[src/hw/rtl/psp_pkg.sv]
`default_nettype none
package psp_pkg;

  localparam int MEM_DEPTH   = 1048576;
  localparam int NUM_SLOTS   = 16;
  localparam int NUM_VOICES  = 8;
  localparam int SAMPLE_BITS = 16;

  localparam int ADDR_W  = $clog2(MEM_DEPTH);
  localparam int PTR_W   = ADDR_W + 1;
  localparam int SIDX_W  = (NUM_SLOTS > 1) ? $clog2(NUM_SLOTS) : 1;
  localparam int VOICE_W = (NUM_VOICES > 1) ? $clog2(NUM_VOICES) : 1;

  localparam int REQ_W  = 2;
  localparam int SLOT_W = 4;
  localparam int WORD_W = 16;
  localparam int MIX_W  = 19;

  localparam logic [REQ_W-1:0] REQ_LOAD = 2'd0;
  localparam logic [REQ_W-1:0] REQ_TRIG = 2'd1;
  localparam logic [REQ_W-1:0] REQ_TICK = 2'd2;

  typedef struct packed {
    logic               capture;
    logic               load_prev;
    logic               load;
    logic               trig;
    logic               tick_rd;
    logic               push;
    logic [VOICE_W-1:0] voice;
  } cmd_t;

endpackage
`default_nettype wire

[src/hw/rtl/psp_ctrl.sv]
`default_nettype none
module psp_ctrl (
  input  wire logic                     clk,
  input  wire logic                     rst_n,
  input  wire logic                     in_valid,
  input  wire logic [psp_pkg::REQ_W-1:0] in_type,
  output logic                          in_ready,
  output logic                          out_valid,
  input  wire logic                     out_ready,
  output psp_pkg::cmd_t                 cmd
);
  import psp_pkg::*;

  typedef enum logic [2:0] {
    S_IDLE, S_LPREV, S_LOAD, S_TRIG, S_TICK, S_TLAST, S_DONE
  } state_t;

  state_t             state_r, state_nxt;
  logic [VOICE_W-1:0] vcnt_r, vcnt_nxt;
  logic               out_valid_r, out_valid_nxt;
  logic               accept;
  logic               out_free;

  assign in_ready = (state_r == S_IDLE);
  assign accept   = in_valid && in_ready;
  assign out_free = !out_valid_r || out_ready;

  always_comb begin
    state_nxt     = state_r;
    vcnt_nxt      = vcnt_r;
    out_valid_nxt = out_valid_r && !out_ready;
    cmd           = '0;
    cmd.voice     = vcnt_r;
    unique case (state_r)
      S_IDLE: begin
        if (accept) begin
          cmd.capture = 1'b1;
          vcnt_nxt    = '0;
          unique case (in_type)
            REQ_LOAD: state_nxt = S_LPREV;
            REQ_TRIG: state_nxt = S_TRIG;
            REQ_TICK: state_nxt = S_TICK;
            default:  state_nxt = S_DONE;
          endcase
        end
      end
      S_LPREV: begin
        cmd.load_prev = 1'b1;
        state_nxt     = S_LOAD;
      end
      S_LOAD: begin
        cmd.load  = 1'b1;
        state_nxt = S_DONE;
      end
      S_TRIG: begin
        cmd.trig  = 1'b1;
        state_nxt = S_DONE;
      end
      S_TICK: begin
        cmd.tick_rd = 1'b1;
        if (vcnt_r == VOICE_W'(NUM_VOICES - 1)) begin
          state_nxt = S_TLAST;
        end else begin
          vcnt_nxt = vcnt_r + 1'b1;
        end
      end
      S_TLAST: state_nxt = S_DONE;
      S_DONE: begin
        if (out_free) begin
          cmd.push      = 1'b1;
          out_valid_nxt = 1'b1;
          state_nxt     = S_IDLE;
        end
      end
      default: state_nxt = S_IDLE;
    endcase
  end

  always_ff @(posedge clk) begin
    if (!rst_n) begin
      state_r     <= S_IDLE;
      vcnt_r      <= '0;
      out_valid_r <= 1'b0;
    end else begin
      state_r     <= state_nxt;
      vcnt_r      <= vcnt_nxt;
      out_valid_r <= out_valid_nxt;
    end
  end

  assign out_valid = out_valid_r;

  a_push_free: assert property (@(posedge clk) disable iff (!rst_n)
    cmd.push |-> out_free)
    else $error("result pushed over an untaken word");

  a_tick_start: assert property (@(posedge clk) disable iff (!rst_n)
    (accept && in_type == REQ_TICK) |=> (state_r == S_TICK && vcnt_r == '0))
    else $error("tick did not start at voice zero");

  a_one_busy: assert property (@(posedge clk) disable iff (!rst_n)
    $countones({cmd.load_prev, cmd.load, cmd.trig, cmd.tick_rd, cmd.push}) <= 1)
    else $error("more than one datapath command");
endmodule
`default_nettype wire

[config.mk]
export PLATFORM = sky130hd
export DESIGN_NAME = psp_ctrl
export DESIGN_NICKNAME = d
export VERILOG_FILES = /design/src/hw/rtl/psp_pkg.sv /design/src/hw/rtl/psp_ctrl.sv
export SDC_FILE = /design/constraint.sdc
export NUM_CORES = 1
export LEC_CHECK = 0
export CAP_MARGIN = 0
export CORE_AREA = 5 5 42 44
export CTS_BUF_LIST = sky130_fd_sc_hd__clkbuf_8
export DETAILED_ROUTE_END_ITERATION = 16
export DIE_AREA = 0 0 47 49
export DONT_BUFFER_PORTS = 1
export PLACE_DENSITY = 0.58
export SYNTH_ARGS = -nofsm -noshare
export SYNTH_HDL_FRONTEND = slang
export SYNTH_SLANG_ARGS = --single-unit
export TNS_END_PERCENT = 30
[constraint.sdc]
create_clock -name clk -period 2 [get_ports clk]
set_input_delay 0.2 -clock clk [delete_from_list [all_inputs] [get_ports clk]]
set_output_delay 0.2 -clock clk [all_outputs]
set_load 0.05 [all_outputs]
==> flow_metrics.tcl <==
set metrics [dict create \
    cp_max_fo 13 \
    numCtsBuffers 3 \
    clkSlewWorstSetupHoldPaths_ns 0.04 \
    setup_viol 0 \
    max_freq_mhz 598 \
    synth_area_leaders "dfxtp_1, nand2b_1, mux2i_1" \
    dr.pass1.iters 4 \
    port_buffers 0 \
    powerDensity_nw_per_um2 869 \
    critical_path_class "flip-flop to output port" \
    synth_cells 49 \
    post_cts_buffers 0 \
    vias 364 \
    final_hold_viol_count 0 \
    power_frac_seq_pct 34.5 \
    leakage_nw 0.244 \
    synth-simple-area-share_pct 35.3 \
    via_per_inst 4.85 \
    synth_fp_nets 57 \
    cts_resized 0 \
    grt_pass1_vias 331 \
    path_cells "and3b_1" \
    worst_clock_skew_ns 0.000412 \
    boundaryPins 17 \
    crit_buf_inv 0 \
    drv_slew 0 \
    async_flop_share_pct 0 \
    syn-mean-instance-area_um2 9.19 \
    synth_top_family_by_area "simple AND/OR/NAND/NOR gates" \
    grt_pass1_wl_mm 1.46 \
    relSlewSlack_pct 62.2 \
    min_period_ns 1.67 \
    synth_compound_area_share_pct 14.4 \
    cp_slowest_cell "dfxtp_1" \
    grt_antenna_before_repair 0 \
    reg2reg_setup_slack_ns 0.51 \
    cts_tree "yes" \
    worstSetupStartpointType "flip-flop" \
    cp_top_family "flip-flops" \
    final.setup.tns_ns 0 \
    place_congestion 0.697 \
    wl_per_cell_um 11.9 \
    fp.dieArea_um2 2300 \
    drcViolationCount 0 \
    yosysMostFrequentCell "dfxtp_1" \
    htree_levels 1 \
    synth_top_area_cell "dfxtp_1" \
    synth_top_area_share_pct 31.1 \
    synthTopCellsByCount "dfxtp_1, nand2b_1, nand2_1, nor2_1, mux2i_1" \
    cp.arrival_ns 1.47 \
    switching_share_pct 32.9 \
    fin_nets 68 \
    ys_ff_latch 7 \
    die_w_um 47 \
    required_ns 1.80 \
    fillers 156 \
    wirelength_um 891 \
    internal-power_w 0.000329 \
    yosysSeqAreaShare_pct 31.1 \
    grt_use_total_pct 9.02 \
    ys.flop_type "dfxtp_1" \
    gr-total-overflow 0 \
    tightest_slew_ns 0.567 \
    die_y_um 49 \
    fin_crit_sh_pct 83.6 \
    cts_hold_buf 0 \
    netlist_area_um2 450 \
    pwr-share-comb_pct 26.1 \
    initial_core_util_pct 32.1 \
    cp-end-kind "output port" \
    ys_warn_count 0 \
    clkPwrFrac_pct 39.4 \
    status "finished clean" \
    synth-xor-area-share_pct 0 \
    synthAdderAreaFrac_pct 5.56 \
    grt_max_degree 14 \
    ir_drop_mv 0.620 \
    rows 14 \
    syn2layout_area_growth_pct 25.3 \
    placedCellCount 71 \
    post-dp-hpwl_um 660 \
    synth_edf_count 0 \
    drv_cap 0 \
    coreArea_um2 1400 \
    worst_path_largest_cell_delay_ns 0.67 \
    synth_mux_area_share_pct 6.67 \
    final_antenna_net_count 0 \
    antenna_cells 0 \
    root_buffer "clkbuf_8" \
    drive_gt1_share_pct 28.8 \
    clkSinkCount 7 \
    clockBufferDepth 2 \
    post_synth_num_cell_types 25 \
    grt_setup_unrepaired "false" \
    drt_iter0_markers 11 \
    clock_latency_ns 0.22 \
    worstHoldPathType "input pin to flip-flop" \
    final_cells 75 \
    p_sw_w 0.000161 \
]
## layout make-up
type / instances / area, um^2 / share of cell area, %
Clock buffer: 3 / 41.3 / 7.32
Clock inverter: 1 / 3.75 / 0.665
Multi-Input combinational cell: 38 / 284 / 50.3
Sequential cell: 7 / 140 / 24.8
Tap cell: 16 / 20.0 / 3.55
Timing Repair Buffer: 10 / 75.1 / 13.3
## state kept, by name (all words and copies together) (netlist names)
name / cells
out_valid: 1
vcnt_r: 3
state_r: 3
## logic make-up after synthesis
group / Yosys count
simple gates: 25
compound gates: 8
flops: 7
buf+inv: 4
mux: 3
fa+ha+maj: 2
## routing by layer
metal  global-route usage [%]  up-vias  part of all wire, %
li1                         -      190                    -
met1                     11.5      161                   46
met2                     11.1       11                   41
met3                     4.43        2                   11
met4                     6.91        0                  2.2
met5                        0        -                    0
## worst register-to-register path: cells and delay by family (launching register included)
kind | cells | cell delay (ns)
flip-flops | 1 | 0.30
AND/OR/NAND/NOR | 1 | 0.17
multiplexers | 1 | 0.21
AO/OA/AOI/OAI | 1 | 0.36
adder cells (fa/ha/maj) | 2 | 0.37
## stage by stage
| step | hold slack (ns) | area [um^2] | utilization (%) | total power, W | setup WS [ns] |
|---|---|---|---|---|---|
| after detailed placement | 0.327 | 519 | 37.1 | 0.000300 | 0.501 |
| final | 0.0966 | 564 | 40.3 | 0.000490 | 0.328 |
| after CTS | 0.0944 | 564 | 40.3 | 0.000496 | 0.346 |
| after global placement | 0.319 | 519 | 37.1 | 0.000300 | 0.534 |
| after floorplan | 0.443 | 450 | - | 0.000279 | 0.121 |
| after global routing | 0.104 | 564 | 40.3 | 0.000515 | 0.283 |
## layout by cell type (no fill, tap or decap), types with 3 or more instances in the layout
cell type and n:
buf_4 10, clkbuf_8 3, dfxtp_1 7, mux2i_1 3
nand2_1 4, nand2b_1 5, nor2_1 4
## power by group through the flow
stage	sequential, W	combinational [W]	clock, W
6_report	0.000169	0.000128	0.000193
5_1_grt	0.000172	0.000136	0.000207
4_1_cts	0.000169	0.000130	0.000198
3_5_place_dp	0.000171	0.000129	0
3_3_place_gp	0.000171	0.000129	0
2_1_floorplan	0.000166	0.000113	0
## worst paths after layout
check                                start    endpoint  cells past startpoint
worst min register to register   vcnt_r[0]   vcnt_r[0]                      3
worst max register to register   vcnt_r[0]   vcnt_r[2]                      5
worst min-delay path                 rst_n  state_r[1]                      1
worst max-delay path            state_r[1]      cmd[5]                      1
(Power assumes the default switching activity.)
